`src/sv/i2cms_pkg.sv`:
```
package i2cms_pkg;

	typedef enum logic [2:0] {
		OP_START = 3'd0,
		OP_STOP  = 3'd1,
		OP_WRITE = 3'd2,
		OP_READ  = 3'd3,
		OP_ACK   = 3'd4,
		OP_NACK  = 3'd5,
		OP_RACK  = 3'd6
	} opcode_t;

	localparam logic [2:0] OPCODE_MAX    = 3'd6;
	localparam logic [3:0] BITS_PER_BYTE = 4'd8;

	typedef struct packed {
		logic scl;
		logic sda;
		logic drv;
	} lines_t;

	typedef struct packed {
		logic [2:0]  phase;
		logic [15:0] tick;
		logic [3:0]  bit_idx;
		logic [7:0]  shift;
		opcode_t     cmd;
		lines_t      lines;
		logic        ack;
		logic [7:0]  rd;
	} seq_state_t;

endpackage

```
`src/sv/i2cms_step.sv`:
```
module i2cms_step (
	input  i2cms_pkg::seq_state_t st,
	input  logic                  cmd_valid,
	input  logic [2:0]            opcode,
	input  logic [7:0]            write_data,
	input  logic                  sda_pin,
	input  logic [15:0]           phase_ticks,
	output i2cms_pkg::seq_state_t nxt,
	output logic                  done
);

	function automatic i2cms_pkg::lines_t apply_phase(i2cms_pkg::opcode_t c, logic [2:0] p,
			logic [7:0] sh, logic sda_old);
		i2cms_pkg::lines_t l;
		logic v;
		v = (c == i2cms_pkg::OP_NACK);
		unique case (c)
			i2cms_pkg::OP_START: l = '{scl: 1'b1, sda: (p == 3'd1), drv: 1'b1};
			i2cms_pkg::OP_STOP:  l = '{scl: 1'b1, sda: (p != 3'd1), drv: 1'b1};
			i2cms_pkg::OP_WRITE: l = '{scl: (p != 3'd1), sda: sh[7], drv: 1'b1};
			i2cms_pkg::OP_READ:  l = '{scl: (p != 3'd1), sda: 1'b1, drv: 1'b0};
			i2cms_pkg::OP_ACK, i2cms_pkg::OP_NACK: begin
				if (p == 3'd1) l = '{scl: 1'b0, sda: sda_old, drv: 1'b1};
				else if (p == 3'd2) l = '{scl: 1'b0, sda: v, drv: 1'b1};
				else l = '{scl: 1'b1, sda: v, drv: 1'b1};
			end
			default: begin
				if (p == 3'd1) l = '{scl: 1'b0, sda: sda_old, drv: 1'b1};
				else if (p == 3'd2) l = '{scl: 1'b0, sda: 1'b1, drv: 1'b0};
				else l = '{scl: 1'b1, sda: 1'b1, drv: 1'b0};
			end
		endcase
		return l;
	endfunction

	logic [15:0] hold;
	logic [15:0] tick_inc;
	logic [3:0]  bit_inc;
	logic [7:0]  shift_new;
	logic [2:0]  last_phase;
	logic        is_byte;

	assign hold      = (phase_ticks == 16'd0) ? 16'd1 : phase_ticks;
	assign tick_inc  = st.tick + 16'd1;
	assign bit_inc   = st.bit_idx + 4'd1;
	assign is_byte   = (st.cmd == i2cms_pkg::OP_WRITE) || (st.cmd == i2cms_pkg::OP_READ);
	assign shift_new = {st.shift[6:0], (st.cmd == i2cms_pkg::OP_READ) ? sda_pin : 1'b0};
	assign last_phase = ((st.cmd == i2cms_pkg::OP_ACK) || (st.cmd == i2cms_pkg::OP_NACK)) ? 3'd4 :
		(st.cmd == i2cms_pkg::OP_RACK) ? 3'd3 : 3'd2;

	always_comb begin
		nxt  = st;
		done = 1'b0;
		if (st.phase == 3'd0) begin
			if (cmd_valid && (opcode <= i2cms_pkg::OPCODE_MAX)) begin
				nxt.cmd     = i2cms_pkg::opcode_t'(opcode);
				nxt.phase   = 3'd1;
				nxt.tick    = 16'd0;
				nxt.bit_idx = 4'd0;
				nxt.shift   = (opcode == i2cms_pkg::OP_WRITE) ? write_data : 8'd0;
				nxt.lines   = apply_phase(nxt.cmd, 3'd1, nxt.shift, st.lines.sda);
			end
		end else begin
			nxt.tick = tick_inc;
			if (tick_inc >= hold) begin
				nxt.tick = 16'd0;
				if (is_byte) begin
					if (st.phase == 3'd2) begin
						nxt.shift   = shift_new;
						nxt.bit_idx = bit_inc;
						if (bit_inc >= i2cms_pkg::BITS_PER_BYTE) begin
							done          = 1'b1;
							nxt.phase     = 3'd0;
							nxt.lines.scl = 1'b0;
							nxt.lines.drv = 1'b1;
							if (st.cmd == i2cms_pkg::OP_READ) nxt.rd = shift_new;
						end else begin
							nxt.phase = 3'd1;
							nxt.lines = apply_phase(st.cmd, 3'd1, shift_new, st.lines.sda);
						end
					end else begin
						nxt.phase = 3'd2;
						nxt.lines = apply_phase(st.cmd, 3'd2, st.shift, st.lines.sda);
					end
				end else if (st.phase >= last_phase) begin
					done      = 1'b1;
					nxt.phase = 3'd0;
					if (st.cmd == i2cms_pkg::OP_RACK) nxt.ack = sda_pin;
					if ((st.cmd != i2cms_pkg::OP_START) && (st.cmd != i2cms_pkg::OP_STOP)) begin
						nxt.lines.scl = 1'b0;
						nxt.lines.drv = 1'b1;
					end
				end else begin
					nxt.phase = st.phase + 3'd1;
					nxt.lines = apply_phase(st.cmd, nxt.phase, st.shift, st.lines.sda);
				end
			end
		end
	end

endmodule

```
`src/sv/i2cms_top_placeholder.sv`:
```
module i2cms_out_reg (
	input  logic       clk,
	input  logic       arst_n,
	input  logic       load,
	input  logic       out_ready,
	input  logic [13:0] din,
	output logic       out_valid,
	output logic [13:0] dout
);

	logic        valid_q;
	logic [13:0] data_q;

	always_ff @(posedge clk or negedge arst_n) begin
		if (!arst_n) begin
			valid_q <= 1'b0;
		end else if (load) begin
			valid_q <= 1'b1;
		end else if (out_ready) begin
			valid_q <= 1'b0;
		end
	end

	always_ff @(posedge clk) begin
		if (load) begin
			data_q <= din;
		end
	end

	assign out_valid = valid_q;
	assign dout      = data_q;

endmodule

```
`src/sv/i2c_master_bit_sequencer.sv`:
```
// An input register and a result register part the two sides, step logic between.
// One word per cycle, unless a held result (out_ready low) stalls the pipeline.
// Each word advances the bus sequencer by one tick in a single registered pass.
// Reset (arst_n low, asynchronous): sequencer idle, its SCL/SDA high and driven,
// phase_ticks 1, its read byte and ack 0, no words held; result data is not reset.
module i2c_master_bit_sequencer (
	input  logic        clk,
	input  logic        arst_n,
	input  logic        cfg_we,
	input  logic [15:0] cfg_data,
	input  logic        in_valid,
	output logic        in_ready,
	input  logic        cmd_valid,
	input  logic [2:0]  opcode,
	input  logic [7:0]  write_data,
	input  logic        sda_pin,
	output logic        out_valid,
	input  logic        out_ready,
	output logic        scl_level,
	output logic        sda_level,
	output logic        sda_drive,
	output logic        busy_res,
	output logic        done_res,
	output logic [7:0]  read_data,
	output logic        ack_bit
);

	logic [15:0] phase_ticks_q;
	logic        valid_s1;
	logic        cmd_valid_s1;
	logic [2:0]  opcode_s1;
	logic [7:0]  write_data_s1;
	logic        sda_pin_s1;
	logic        advance;
	logic        done;
	logic [13:0] res_d;
	logic [13:0] res_q;

	i2cms_pkg::seq_state_t state_q;
	i2cms_pkg::seq_state_t state_d;

	assign advance  = valid_s1 & (~out_valid | out_ready);
	assign in_ready = ~valid_s1 | advance;

	always_ff @(posedge clk or negedge arst_n) begin
		if (!arst_n) begin
			phase_ticks_q <= 16'd1;
		end else if (cfg_we) begin
			phase_ticks_q <= cfg_data;
		end
	end

	always_ff @(posedge clk or negedge arst_n) begin
		if (!arst_n) begin
			valid_s1 <= 1'b0;
		end else if (in_ready) begin
			valid_s1 <= in_valid;
		end
	end

	always_ff @(posedge clk) begin
		if (in_valid && in_ready) begin
			cmd_valid_s1  <= cmd_valid;
			opcode_s1     <= opcode;
			write_data_s1 <= write_data;
			sda_pin_s1    <= sda_pin;
		end
	end

	i2cms_step u_step (
		.st          (state_q),
		.cmd_valid   (cmd_valid_s1),
		.opcode      (opcode_s1),
		.write_data  (write_data_s1),
		.sda_pin     (sda_pin_s1),
		.phase_ticks (phase_ticks_q),
		.nxt         (state_d),
		.done        (done)
	);

	always_ff @(posedge clk or negedge arst_n) begin
		if (!arst_n) begin
			state_q.phase   <= 3'd0;
			state_q.tick    <= 16'd0;
			state_q.bit_idx <= 4'd0;
			state_q.shift   <= 8'd0;
			state_q.cmd     <= i2cms_pkg::OP_START;
			state_q.lines   <= '{scl: 1'b1, sda: 1'b1, drv: 1'b1};
			state_q.ack     <= 1'b0;
			state_q.rd      <= 8'd0;
		end else if (advance) begin
			state_q <= state_d;
		end
	end

	assign res_d = {state_d.lines.scl, state_d.lines.sda, state_d.lines.drv,
		(state_d.phase != 3'd0), done, state_d.rd, state_d.ack};

	i2cms_out_reg u_out (
		.clk       (clk),
		.arst_n    (arst_n),
		.load      (advance),
		.out_ready (out_ready),
		.din       (res_d),
		.out_valid (out_valid),
		.dout      (res_q)
	);

	assign scl_level = res_q[13];
	assign sda_level = res_q[12];
	assign sda_drive = res_q[11];
	assign busy_res  = res_q[10];
	assign done_res  = res_q[9];
	assign read_data = res_q[8:1];
	assign ack_bit   = res_q[0];

endmodule

```
`config.mk`:
```
export PLATFORM = sky130hd
export DESIGN_NAME = i2c_master_bit_sequencer
export DESIGN_NICKNAME = d
export VERILOG_FILES = /design/src/sv/i2cms_pkg.sv /design/src/sv/i2cms_step.sv /design/src/sv/i2cms_top_placeholder.sv /design/src/sv/i2c_master_bit_sequencer.sv
export SDC_FILE = /design/constraint.sdc
export NUM_CORES = 1
export LEC_CHECK = 0
export BUFFER_PORTS_ARGS = -buffer_cell sky130_fd_sc_hd__buf_2
export CORE_ASPECT_RATIO = 0.9
export CORE_MARGIN = 8
export CORE_UTILIZATION = 42
export CTS_BUF_LIST = sky130_fd_sc_hd__clkbuf_8
export DETAILED_ROUTE_END_ITERATION = 8
export GPL_TIMING_DRIVEN = 0
export PLACE_DENSITY = 0.6
export SYNTH_ARGS = -nofsm -noshare
export SYNTH_HDL_FRONTEND = slang
export SYNTH_SLANG_ARGS = --single-unit
```
`constraint.sdc`:
```
create_clock -name clk -period 4.8 [get_ports clk]
set_clock_uncertainty 0.05 [all_clocks]
set_input_delay 0.24 -clock clk [delete_from_list [all_inputs] [get_ports clk]]
set_output_delay 0.24 -clock clk [all_outputs]
set_load 0.03 [all_outputs]
```
# After elaboration in Yosys (flattened, before gate mapping)
# Cells that the tools add are included.
[word_totals]
regBits = 91
[op_classes]
n_addsub = 3
magnitude_cmp = 4
n_eq_ne = 15
muxes = 48
n_bitwise = 6
reduce_logical = 20
[op_table]
columns = ["cell", "n"]
rows = [
  ["$mux 31", 2],
  ["$mux 8", 5],
  ["$mux 37", 1],
  ["$mux 12", 3],
  ["$mux 3", 10],
  ["$pmux 3 s5", 2],
  ["$pmux 3 s4", 2],
  ["$mux 1", 20],
  ["$eq 3x2->1 const B", 6],
  ["$add 16x1->16 const B", 1],
  ["$ge 16x16->1", 1],
  ["$logic_not 16->1", 1],
  ["$mux 16", 1],
  ["$eq 3x1->1 const B", 3],
  ["$eq 3x3->1 const B", 3],
  ["$logic_not 3->1", 3],
  ["$mux 9", 1],
  ["$reduce_bool 2->1", 4],
  ["$ne 3x1->1 const B", 2],
  ["$reduce_bool 3->1", 2],
  ["$reduce_and 5->1", 1],
  ["$add 4x1->4 const B", 1],
  ["$ge 4x4->1 const B", 1],
  ["$reduce_or 2->1", 2],
  ["other kinds (12)", 18],
]

# Longest topological paths before layout
# Gate-level depths: netlist of the first run.
[logic_depth]
ltp_word = 9
mapped_depth = 15
ltp_nobuf = 13

# Hierarchy
# From an unflattened synthesis of the first run, not the netlist that was laid out.
[hier_totals]
hier_cells = 456
hier_area_um2 = 5378.9
[modules_own_cells]
columns = ["mod", "instances", "cells_per_inst", "area_per_inst_um2", "seq_area_each_um2"]
rows = [
  ["i2c_master_bit_sequencer", 1, 152, 2910.3, 1971.9],
  ["i2cms_step", 1, 287, 2011.9, 0.0],
  ["i2cms_out_reg", 1, 17, 456.7, 445.4],
]

# Worst setup path before layout of the first run
# Ideal clock, no wire load.
[synth_timing]
path_type = "register to register"
start = "register state_q[29] in the netlist's numbering"
end = "register u_out.data_q[1] (netlist: u_out.dout[1]) (data pin)"
arrival_ns = 3.124
slack_ns = 1.366
path_stages_with_launch = 13
n_path_buf = 1
synth_period_minus_slack_ns = 3.434
path_cell_list = "dfrtp_1 -> nand4_1 -> nor4b_2 -> and3_1 -> and3_1 -> xor2_1 -> ha_1 -> nand4_1 -> a2111oi_4 -> a21bo_1 -> buf_6 -> nand3_2 -> mux2_2"
[synth_between]
elab_chain_cells = 4
[synth_lines]
columns = ["item", "line_no", "source"]
rows = [
  ["from (decl)", "i2c_master_bit_sequencer.sv:39", "i2cms_pkg::seq_state_t state_q;"],
  ["from (signal assigned)", "i2c_master_bit_sequencer.sv:92", "state_q <= state_d;"],
  ["$add 16x1->16", "i2cms_step.sv:44", "assign tick_inc = st.tick + 16'd1;"],
  ["$ge 16x16->1", "i2cms_step.sv:65", "if (tick_inc >= hold) begin"],
  ["$mux 12", "i2cms_step.sv:65", ""],
  ["$mux 9", "i2cms_step.sv:54", "if (st.phase == 3'd0) begin"],
  ["net res_d[1]", "i2c_master_bit_sequencer.sv:36", "logic [13:0] res_d;"],
  ["to (signal assigned)", "i2cms_top_placeholder.sv:26", "data_q <= din;"],
  ["to (decl)", "i2cms_top_placeholder.sv:12", "logic [13:0] data_q;"],
]
# The timed path passes the listed nets, and every way through them passes these cells.
# A chain may end at the register's enable or synchronous reset.

# Final worst setup path of the first run
[layout_timing]
start = "register state_q[27] in the netlist's numbering"
end = "register u_out.data_q[13] (netlist: u_out.dout[13]) (data pin)"
[layout_between]
elab_chain_cells = 4
[layout_lines]
columns = ["item", "line_no"]
rows = [
  ["$add 16x1->16", "i2cms_step.sv:44"],
  ["$ge 16x16->1", "i2cms_step.sv:65"],
  ["$mux 12", "i2cms_step.sv:65"],
  ["$mux 3", "i2cms_step.sv:54"],
  ["net res_d[13]", "i2c_master_bit_sequencer.sv:36"],
]
# The timed path passes the listed nets, and every way through them passes these cells.

==> metrics.txt, run 1 <==
post-layout minimum cycle time=4210 ps; Final TNS setup=0 ps; GP Congestion=0.870; asr flop ratio synth=70.3%; Multi-input gate area=2330 sq um; Crit Path Category=register to register; clock power share=34.5%; GR Overflow Total=0; commonest cells after routing, fill and taps aside=dfrtp_1 (60), nand2_1 (57), buf_2 (50), o21ai_0 (32); TritonCTS buffer count=9; # diodes=0; sequential power share=49.5%; first-pass GRT wire length=19.9 mm; startpoint types=register; synthesized cell area=4950 sq um; ANT nets after route=0; Starting DRT DRC Count=374; latest clock arrival within the worst-skew pair=380 ps; die width=130 um; Buf/Inv on CP=1; average wire per standard cell=16.9 um; die area=15500 sq um; hold wc startpoint=cfg_data[6]; CTS H-tree depth=3; drt drc=0; Design Power=1810 uW; Worst Max-Slew Pin Slew=858 ps; flops & latches, synth=91; Layout area overhead=18.3%; die height=119 um; Vias/cell=5.44; RSZ-0062 raised after global routing=no; Required @ worst endpoint=4880 ps; Cell Chain, Critical Path=nand4_1 -> nor4b_2 -> and3_1 -> and3_1 -> xor2_1 -> ha_1 -> nand4_1 -> a2111oi_4 -> a21oi_1 -> buf_2 -> a221oi_1; status=finished, final reports clean; worst hold path type=input port to register; EDFF count, synth=27; power density over the cells=310 nW/um^2; Fillers=1037; crit-path max FO=10; Crit. End Element=register; period utilization=87.7%; R2R setup slack=590 ps; Fmax=238 MHz; Unique masters post-synth=64; worst stage delay on the critical path=490 ps; Clock Path Buffers=2; Worst path slowest cell=nor4b_2; io pins=50; row cnt=37; Net Sw Frac=27.7%; ys flop type=dfrtp_1; Sequential Area=2420 sq um; commonest non-fill, non-tap cell in the layout=dfrtp_1; Rel. slew slack=42.8%; share of layout cells above drive strength 1=21.1%; clk sinks=91; CTS tree=done; initial antenna violation count=0; max-cap violations=0; Worst R2R Path Depth=11; FF-to-FF End=u_out.dout[13]; Hold EP=phase_ticks_q[6]; worst path arrival time=4290 ps; syn nets=521; drt pass-1 iters=5; count of final hold-check violations=0; crit-path leading delay family=simple AND/OR/NAND/NOR gates; Sw Pwr=502 uW; Synth Warn #=0; Core Area=11500 sq um; CTS clk-pin slew, worst paths=100 ps; RR Startpoint=state_q[27]; vias in the first global route=3866; Hold Crit Depth=3; Pint=1310 uW; sequential fraction of the synthesis area=48.8%; Hold Slack=19.8 ps; GRT Overall Usage=16.4%; syn avg cell area=10.7 sq um; largest net degree at the start of global routing=65; maximum vdd drop=150 uV; combinational group share of total power=16.0%; final WL=11.9 mm; clock root cell=clkbuf_8; Mapped Cells=462; detailed placement HPWL=8.43 mm; post-layout net count=603; # setup viols final=0; Pleak=0.00264 uW; vias post-DR=3835; Initial Util=43.1%; Slew Limit Fails=0; PortBufs=49
[per-layer routing]
layer,GRT usage [%],up-vias,wire [um]
met5,0,-,0
met4,4.66,0,147
met3,4.10,11,675
met2,24.4,102,5300
met1,23.0,1861,5820
li1,-,1861,-
[cells in the mapped netlist, drive strengths merged (2+ instances only)]
master / count / area [sq um]
dfrtp: 60 / 1500
nand2: 58 / 220
o21ai: 34 / 174
mux2: 29 / 349
edfxtp: 27 / 811
inv: 26 / 97.6
ha: 25 / 313
nand3: 18 / 100
a31oi: 16 / 100
a21oi: 15 / 75.1
nand2b: 13 / 81.3
nor2: 12 / 47.6
buf: 10 / 70.1
clkbuf: 10 / 37.5
xnor2: 9 / 78.8
and3: 7 / 43.8
a22o: 6 / 52.6
nor3: 6 / 30.0
xor2: 6 / 52.6
a32o: 5 / 50.1
nand3b: 5 / 37.5
nand4: 5 / 46.3
nor4: 5 / 31.3
o21a: 5 / 37.5
dfstp: 4 / 105
nor2b: 4 / 27.5
o31ai: 4 / 30.0
a211oi: 3 / 27.5
a221oi: 3 / 26.3
o211ai: 3 / 22.5
o2bb2ai: 3 / 26.3
a21boi: 2 / 15.0
a2bb2oi: 2 / 17.5
and2: 2 / 12.5
o22a: 2 / 17.5
or3: 2 / 12.5
or4: 2 / 15.0
[cell families (layout without fill, tap and decap cells)]
family          Yosys count  after routing  synth area share, %
compound gates          114            114                 16.1
xor+xnor                 15             15                 2.65
fa+ha+maj                25             25                 6.32
buf+inv                  46            133                 4.15
flops                    91             91                 48.8
mux                      30             30                 7.25
simple gates            141            141                 14.7
[power by group through the flow]
stage	sequential (uW)	clock [uW]	combinational, uW
floorplan	918	0	176
global placement	912	0	269
detailed placement	913	0	276
CTS	897	646	293
global route	904	667	326
finish	898	626	290
[worst reg2reg max path, delay by kind of cell, from the launching register on]
family / cells / cell delay, ps
AOI/OAI and AO/OA: 3 / 1250
and+or+nand+nor: 5 / 1480
adders and majority gates: 1 / 330
buffers and inverters: 1 / 310
DFF: 1 / 470
xor gates and xnor gates: 1 / 80
[stage by stage]
stage	std cells	instance area, sq um	utilization, %	setup WS (ps)
2_1_floorplan	462	4950	-	1370
3_3_place_gp	667	5390	46.9	702
3_5_place_dp	667	5390	47.0	669
4_1_cts	705	5850	51.0	630
5_1_grt	705	5850	51.0	240
6_report	705	5850	51.0	592
[area by class of cell]
type | count | area share [%]
inverter | 26 | 1.67
clock buffer | 9 | 2.12
multi-input combinational | 325 | 39.8
timing repair buffer | 71 | 7.99
sequential | 91 | 41.3
buffer | 20 | 1.86
clock inverter | 7 | 1.97
tap | 156 | 3.33
[registers in the layout, summed over array words and instances (netlist names)]
| signal | count |
|---|---|
| u_out.dout | 14 |
| sda_pin_s1 | 1 |
| state_q | 46 |
| opcode_s1 | 3 |
| cmd_valid_s1 | 1 |
| valid_s1 | 1 |
| phase_ticks_q | 16 |
| u_out.out_valid | 1 |
| write_data_s1 | 8 |
[repair_timing]
item / 4_1_cts / 5_1_grt
setup buffers: 0 / 0
hold buffers: 22 / 0
resized for setup: 0 / 0
endpoints found under the hold margin: 81 / 0
[worst max path at each step]
stage	start	endpoint	slack [ps]	cells past startpoint
3_5_place_dp	state_q[27]	u_out.dout[13]	670	11
3_3_place_gp	state_q[27]	u_out.dout[13]	700	11
6_report	state_q[27]	u_out.dout[13]	590	11
2_1_floorplan	state_q[29]	u_out.dout[1]	1370	12
4_1_cts	state_q[27]	u_out.dout[13]	630	11
5_1_grt	state_q[27]	u_out.dout[13]	240	12
Power figures use the tool's default switching activity.
==> inputs of run 2 (changes only) <==
- CELL_PAD_IN_SITES_DETAIL_PLACEMENT: not set -> 1
- CELL_PAD_IN_SITES_GLOBAL_PLACEMENT: not set -> 1
- PLACE_DENSITY: 0.6 -> 0.73
==> run 2 against run 1 <==
Die area unchanged. Hold slack got worse by 2.2 ps. Core utilization is 0.86 points lower. Sequential cell count is the same. Critical path depth rose by 1. Setup slack got worse by 9.6 ps. Clock power is 12% lower. Critical path type unchanged. Critical endpoint is now u_out.dout[4]. Largest cell class unchanged. Largest power group unchanged.
==> metrics.txt, run 2 (synthesis results as in run 1) <==
Rel. slew slack=36.1%; TritonCTS buffer count=9; Worst path slowest cell=nor4b_2; Clock Path Buffers=2; Post-Place Cells=667; clock root cell=clkbuf_8; initial antenna violation count=0; CTS clk-pin slew, worst paths=90 ps; drt drc=0; post-layout minimum cycle time=4220 ps; final WL=13.1 mm; drt pass-1 iters=4; Fmax=237 MHz; post-layout net count=596; latest clock arrival within the worst-skew pair=380 ps; commonest non-fill, non-tap cell in the layout=dfrtp_1; die height=119 um; Critical Path Start=state_q[29]; CTS tree=done; clk sinks=91; FF-to-FF End=u_out.dout[4]; Starting DRT DRC Count=254; Vias/cell=5.56; Hold Slack=17.6 ps; R2R setup slack=580 ps; Worst Max-Slew Pin Slew=951 ps; Buf/Inv on CP=1; # diodes=0; RR Startpoint=state_q[29]; maximum vdd drop=187 uV; PortBufs=49; worst path arrival time=4300 ps; CTS H-tree depth=3; # setup viols final=0; Final TNS setup=0 ps; Sequential Area=2420 sq um; Initial Util=43.1%; Fillers=1307; share of layout cells above drive strength 1=21.8%; Layout Cells excl Fill=698; detailed placement HPWL=9.48 mm; ANT nets after route=0; Largest Register=state_q; largest net degree at the start of global routing=65; Layout area overhead=16.3%; CP endpoint=u_out.dout[4]; Multi-input gate area=2330 sq um; RSZ-0062 raised after global routing=no; average wire per standard cell=18.8 um; worst hold path type=input port to register; vias in the first global route=4290; vias post-DR=3881; Pleak=0.00260 uW; worst stage delay on the critical path=530 ps; GR Overflow Total=0; max-cap violations=0; die area=15500 sq um; die width=130 um; GP Congestion=0.896; max reg flops=46; Worst R2R Path Depth=12; io pins=50; Slew Limit Fails=0; status=finished, final reports clean; Crit. End Element=register; Crit Path Category=register to register; instance count on the critical path=12; Core Area=11500 sq um; commonest cells after routing, fill and taps aside=dfrtp_1 (60), nand2_1 (57), buf_2 (51), o21ai_0 (32), edfxtp_1 (27); crit-path max FO=8; GRT Overall Usage=18.4%; crit-path leading delay family=simple AND/OR/NAND/NOR gates; startpoint types=register; power density over the cells=303 nW/um^2; row cnt=37; count of final hold-check violations=0; Required @ worst endpoint=4880 ps; Cell Chain, Critical Path=nand4_1 -> nor4b_2 -> and3_1 -> and3_1 -> xor2_1 -> ha_1 -> nand4_1 -> a2111oi_4 -> a21bo_1 -> buf_6 -> nand3_2 -> mux2_2; first-pass GRT wire length=22.5 mm; period utilization=87.9%
==> run 2: changes by cell type in the layout (fill, tap and decap cells not counted), sizes merged <==
cell | before | now
dlygate4sd3 | 22 | 15
bufinv | 3 | 1
buf | 58 | 59
clkinv | 2 | 3
==> run 2: layer usage <==
| metal | share of wire [%] | up-vias | global-route usage [%] |
|---|---|---|---|
| met2 | 48 | 66 | 29.9 |
| met5 | 0 | - | 0 |
| met1 | 46 | 1963 | 24.0 |
| met4 | 1.1 | 0 | 5.30 |
| met3 | 4.2 | 10 | 4.37 |
| li1 | - | 1842 | - |
==> run 2: metrics by stage <==
step | utilization (%) | setup WS [ps] | cell area, sq um | power [uW]
after floorplan | - | 1370 | 4950 | 1090
after global placement | 46.9 | 734 | 5390 | 1180
after detailed placement | 47.0 | 626 | 5390 | 1200
after CTS | 50.1 | 589 | 5750 | 1770
after global routing | 50.1 | 222 | 5750 | 1840
final | 50.1 | 583 | 5750 | 1750
==> run 2: worst reg2reg max path: stages, from the launching register on <==
cell	delay (ps)
dfrtp_1	460
nand4_1	210
nor4b_2	530
and3_1	330
and3_1	250
xor2_1	100
ha_1	340
nand4_1	240
a2111oi_4	480
a21bo_1	220
buf_6	160
nand3_2	230
mux2_2	400
==> run 2: worst min path at each step <==
| stage | slack (ps) | end | cells past startpoint | start |
|---|---|---|---|---|
| 6_report | 20 | phase_ticks_q[14] | 3 | cfg_data[14] |
| 5_1_grt | 20 | phase_ticks_q[7] | 3 | cfg_data[7] |
| 4_1_cts | 5 | phase_ticks_q[4] | 3 | cfg_data[4] |
| 3_5_place_dp | 370 | state_q[45] | 1 | arst_n |
| 3_3_place_gp | 370 | write_data_s1[0] | 1 | write_data[0] |
| 2_1_floorplan | -110 | phase_ticks_q[10] | 0 | arst_n |
==> run 2: repair_timing <==
action | 4_1_cts | 5_1_grt
setup buffers | 0 | 0
endpoints found under the hold margin | 74 | 0
resized for setup | 0 | 0
hold buffers | 15 | 0
==> run 2: where the power goes <==
group	total [uW]	switching (uW)	leakage, uW	internal [uW]
combinational	295	183	0.00140	112
sequential	896	42.7	0.00109	854
clock	554	292	0.000109	261
total	1750	518	0.00260	1230
==> run 2: cell type report <==
class                           instances  area share, %
Timing Repair Buffer                   64           6.91
Inverter                               26           1.70
Clock buffer                           10           2.39
Buffer                                 20           1.89
Clock inverter                          6           1.26
Tap cell                              156           3.39
Sequential cell                        91           42.0
Multi-Input combinational cell        325           40.4
==> inputs of run 3 (changes only) <==
- CTS_BUF_LIST: sky130_fd_sc_hd__clkbuf_8 -> not set
==> run 3 against run 2 <==
Final cell count fell by 1.1%. Critical path type unchanged. Global-route usage down 0.12 points. Core utilization up 0.19 points. Sequential power about the same. Largest power group unchanged. Non-clock buffer count fell by 8. Routed wire length decreased by 0.36%. Total power rose by 11%. Clock power up 35%. Highest routed layer unchanged. Clock-buffer cell count unchanged. Sequential cell count is the same.
==> metrics.txt, run 3 (synthesis results as in run 1) <==
status=finished, final reports clean; Fmax=237 MHz; max-cap violations=0; first-pass GRT wire length=22.4 mm; share of layout cells above drive strength 1=22.1%; Slew Limit Fails=0; Initial Util=43.1%; io pins=50; final WL=13.1 mm; Design Power=1930 uW; GP Congestion=0.896; detailed placement HPWL=9.48 mm; Layout area overhead=16.7%; crit-path leading delay family=simple AND/OR/NAND/NOR gates; commonest cells after routing, fill and taps aside=dfrtp_1 (60), nand2_1 (57), buf_2 (51), o21ai_0 (32), edfxtp_1 (27); Buf/Inv on CP=1; PortBufs=49; GRT Max-Usage Layer=met2; Final TNS setup=0 ps; CTS clk-pin slew, worst paths=70 ps; Rel. slew slack=36.1%; CTS tree=done; Vias/cell=5.56; RR Startpoint=state_q[29]; TritonCTS buffer count=9; die height=119 um; RSZ-0062 raised after global routing=no; Cell Chain, Critical Path=nand4_1 -> nor4b_2 -> and3_1 -> and3_1 -> xor2_1 -> ha_1 -> nand4_1 -> a2111oi_4 -> a21bo_1 -> buf_6 -> nand3_2 -> mux2_2; Worst path slowest cell=nor4b_2; GR Overflow Total=0; Clock Path Buffers=2; worst stage delay on the critical path=520 ps; CTS H-tree depth=3; Largest Register=state_q; row cnt=37; vias in the first global route=4288; worst hold path type=input port to register; FF-to-FF End=u_out.dout[4]; count of final hold-check violations=0; Hold Crit Depth=1; commonest non-fill, non-tap cell in the layout=dfrtp_1; period utilization=87.9%; die area=15500 sq um; startpoint types=register; clk sinks=91; drt drc=0; Starting DRT DRC Count=243; Required @ worst endpoint=4850 ps; met1 Use GR=24.1%; worst path arrival time=4270 ps; Worst R2R Path Depth=12; ANT nets after route=0; hold wc startpoint=write_data[6]; GRT Overall Usage=18.3%; met2 usage=29.7%; average wire per standard cell=18.9 um; # diodes=0; Crit. End Element=register; initial antenna violation count=0; Fillers=1304; post-layout minimum cycle time=4220 ps; M3 GR Usage=4.33%; max reg flops=46; Hold EP=write_data_s1[6]; post-layout net count=588; clock root cell=clkbuf_16; R2R setup slack=580 ps; die width=130 um; postcts setup bufs=0; drt pass-1 iters=4; vias post-DR=3835; Hold Slack=10.1 ps; final core occ=50.3%; power density over the cells=335 nW/um^2; maximum vdd drop=206 uV; Pleak=0.00261 uW; # setup viols final=0; crit-path max FO=8; Crit Path Category=register to register; largest net degree at the start of global routing=65; Core Area=11500 sq um; Worst Max-Slew Pin Slew=951 ps; latest clock arrival within the worst-skew pair=350 ps
run 3: layout make-up:
cell class,instances,area (sq um),share of cell area [%]
sequential,91,2420,41.9
multi-input combinational,325,2330,40.3
timing repair buffer,56,318,5.50
clock buffer,10,239,4.14
tap,156,195,3.38
buffer,20,109,1.88
inverter,26,97.6,1.69
clock inverter,6,72.6,1.26
run 3: worst max-delay path by stage:
stage                     start             end  slack, ps  depth (start not counted)
detailed placement  state_q[29]   u_out.dout[6]        630                         12
CTS                 state_q[29]   u_out.dout[4]        590                         12
global route        state_q[29]  u_out.dout[11]        220                         12
global placement    state_q[27]  u_out.dout[11]        730                         12
finish              state_q[29]   u_out.dout[4]        580                         12
floorplan           state_q[29]   u_out.dout[1]       1370                         12
run 3: where the power goes:
part	switching [uW]	leakage [uW]	internal, uW	total (uW)
combinational	182	0.00137	108	290
sequential	43.0	0.00109	855	897
clock	321	0.000155	424	746
total	546	0.00261	1390	1930
run 3: worst reg2reg max path: stages, from the launching register on:
cell	delay, ps
dfrtp_1	450
nand4_1	210
nor4b_2	520
and3_1	340
and3_1	250
xor2_1	100
ha_1	340
nand4_1	240
a2111oi_4	480
a21bo_1	210
buf_6	160
nand3_2	230
mux2_2	390
run 3: metrics by stage:
stage                     worst slack (ps)  cells  area (sq um)
after floorplan                       1370    462          4950
after global placement                 734    667          5390
after detailed placement               626    667          5390
after CTS                              592    690          5780
after global routing                   225    690          5780
final                                  580    690          5780
run 3: timing repair:
action                                 CTS  global route
endpoints found under the hold margin   66             0
hold buffers                             7             0
gates resized for setup                  0             0
setup endpoints to repair                0             0
run 3: routing by layer:
layer  wire length (um)  part of all wire, %
met1               6020                   46
met2               6280                   48
met3                630                  4.8
met4                123                 0.94
met5                  0                    0
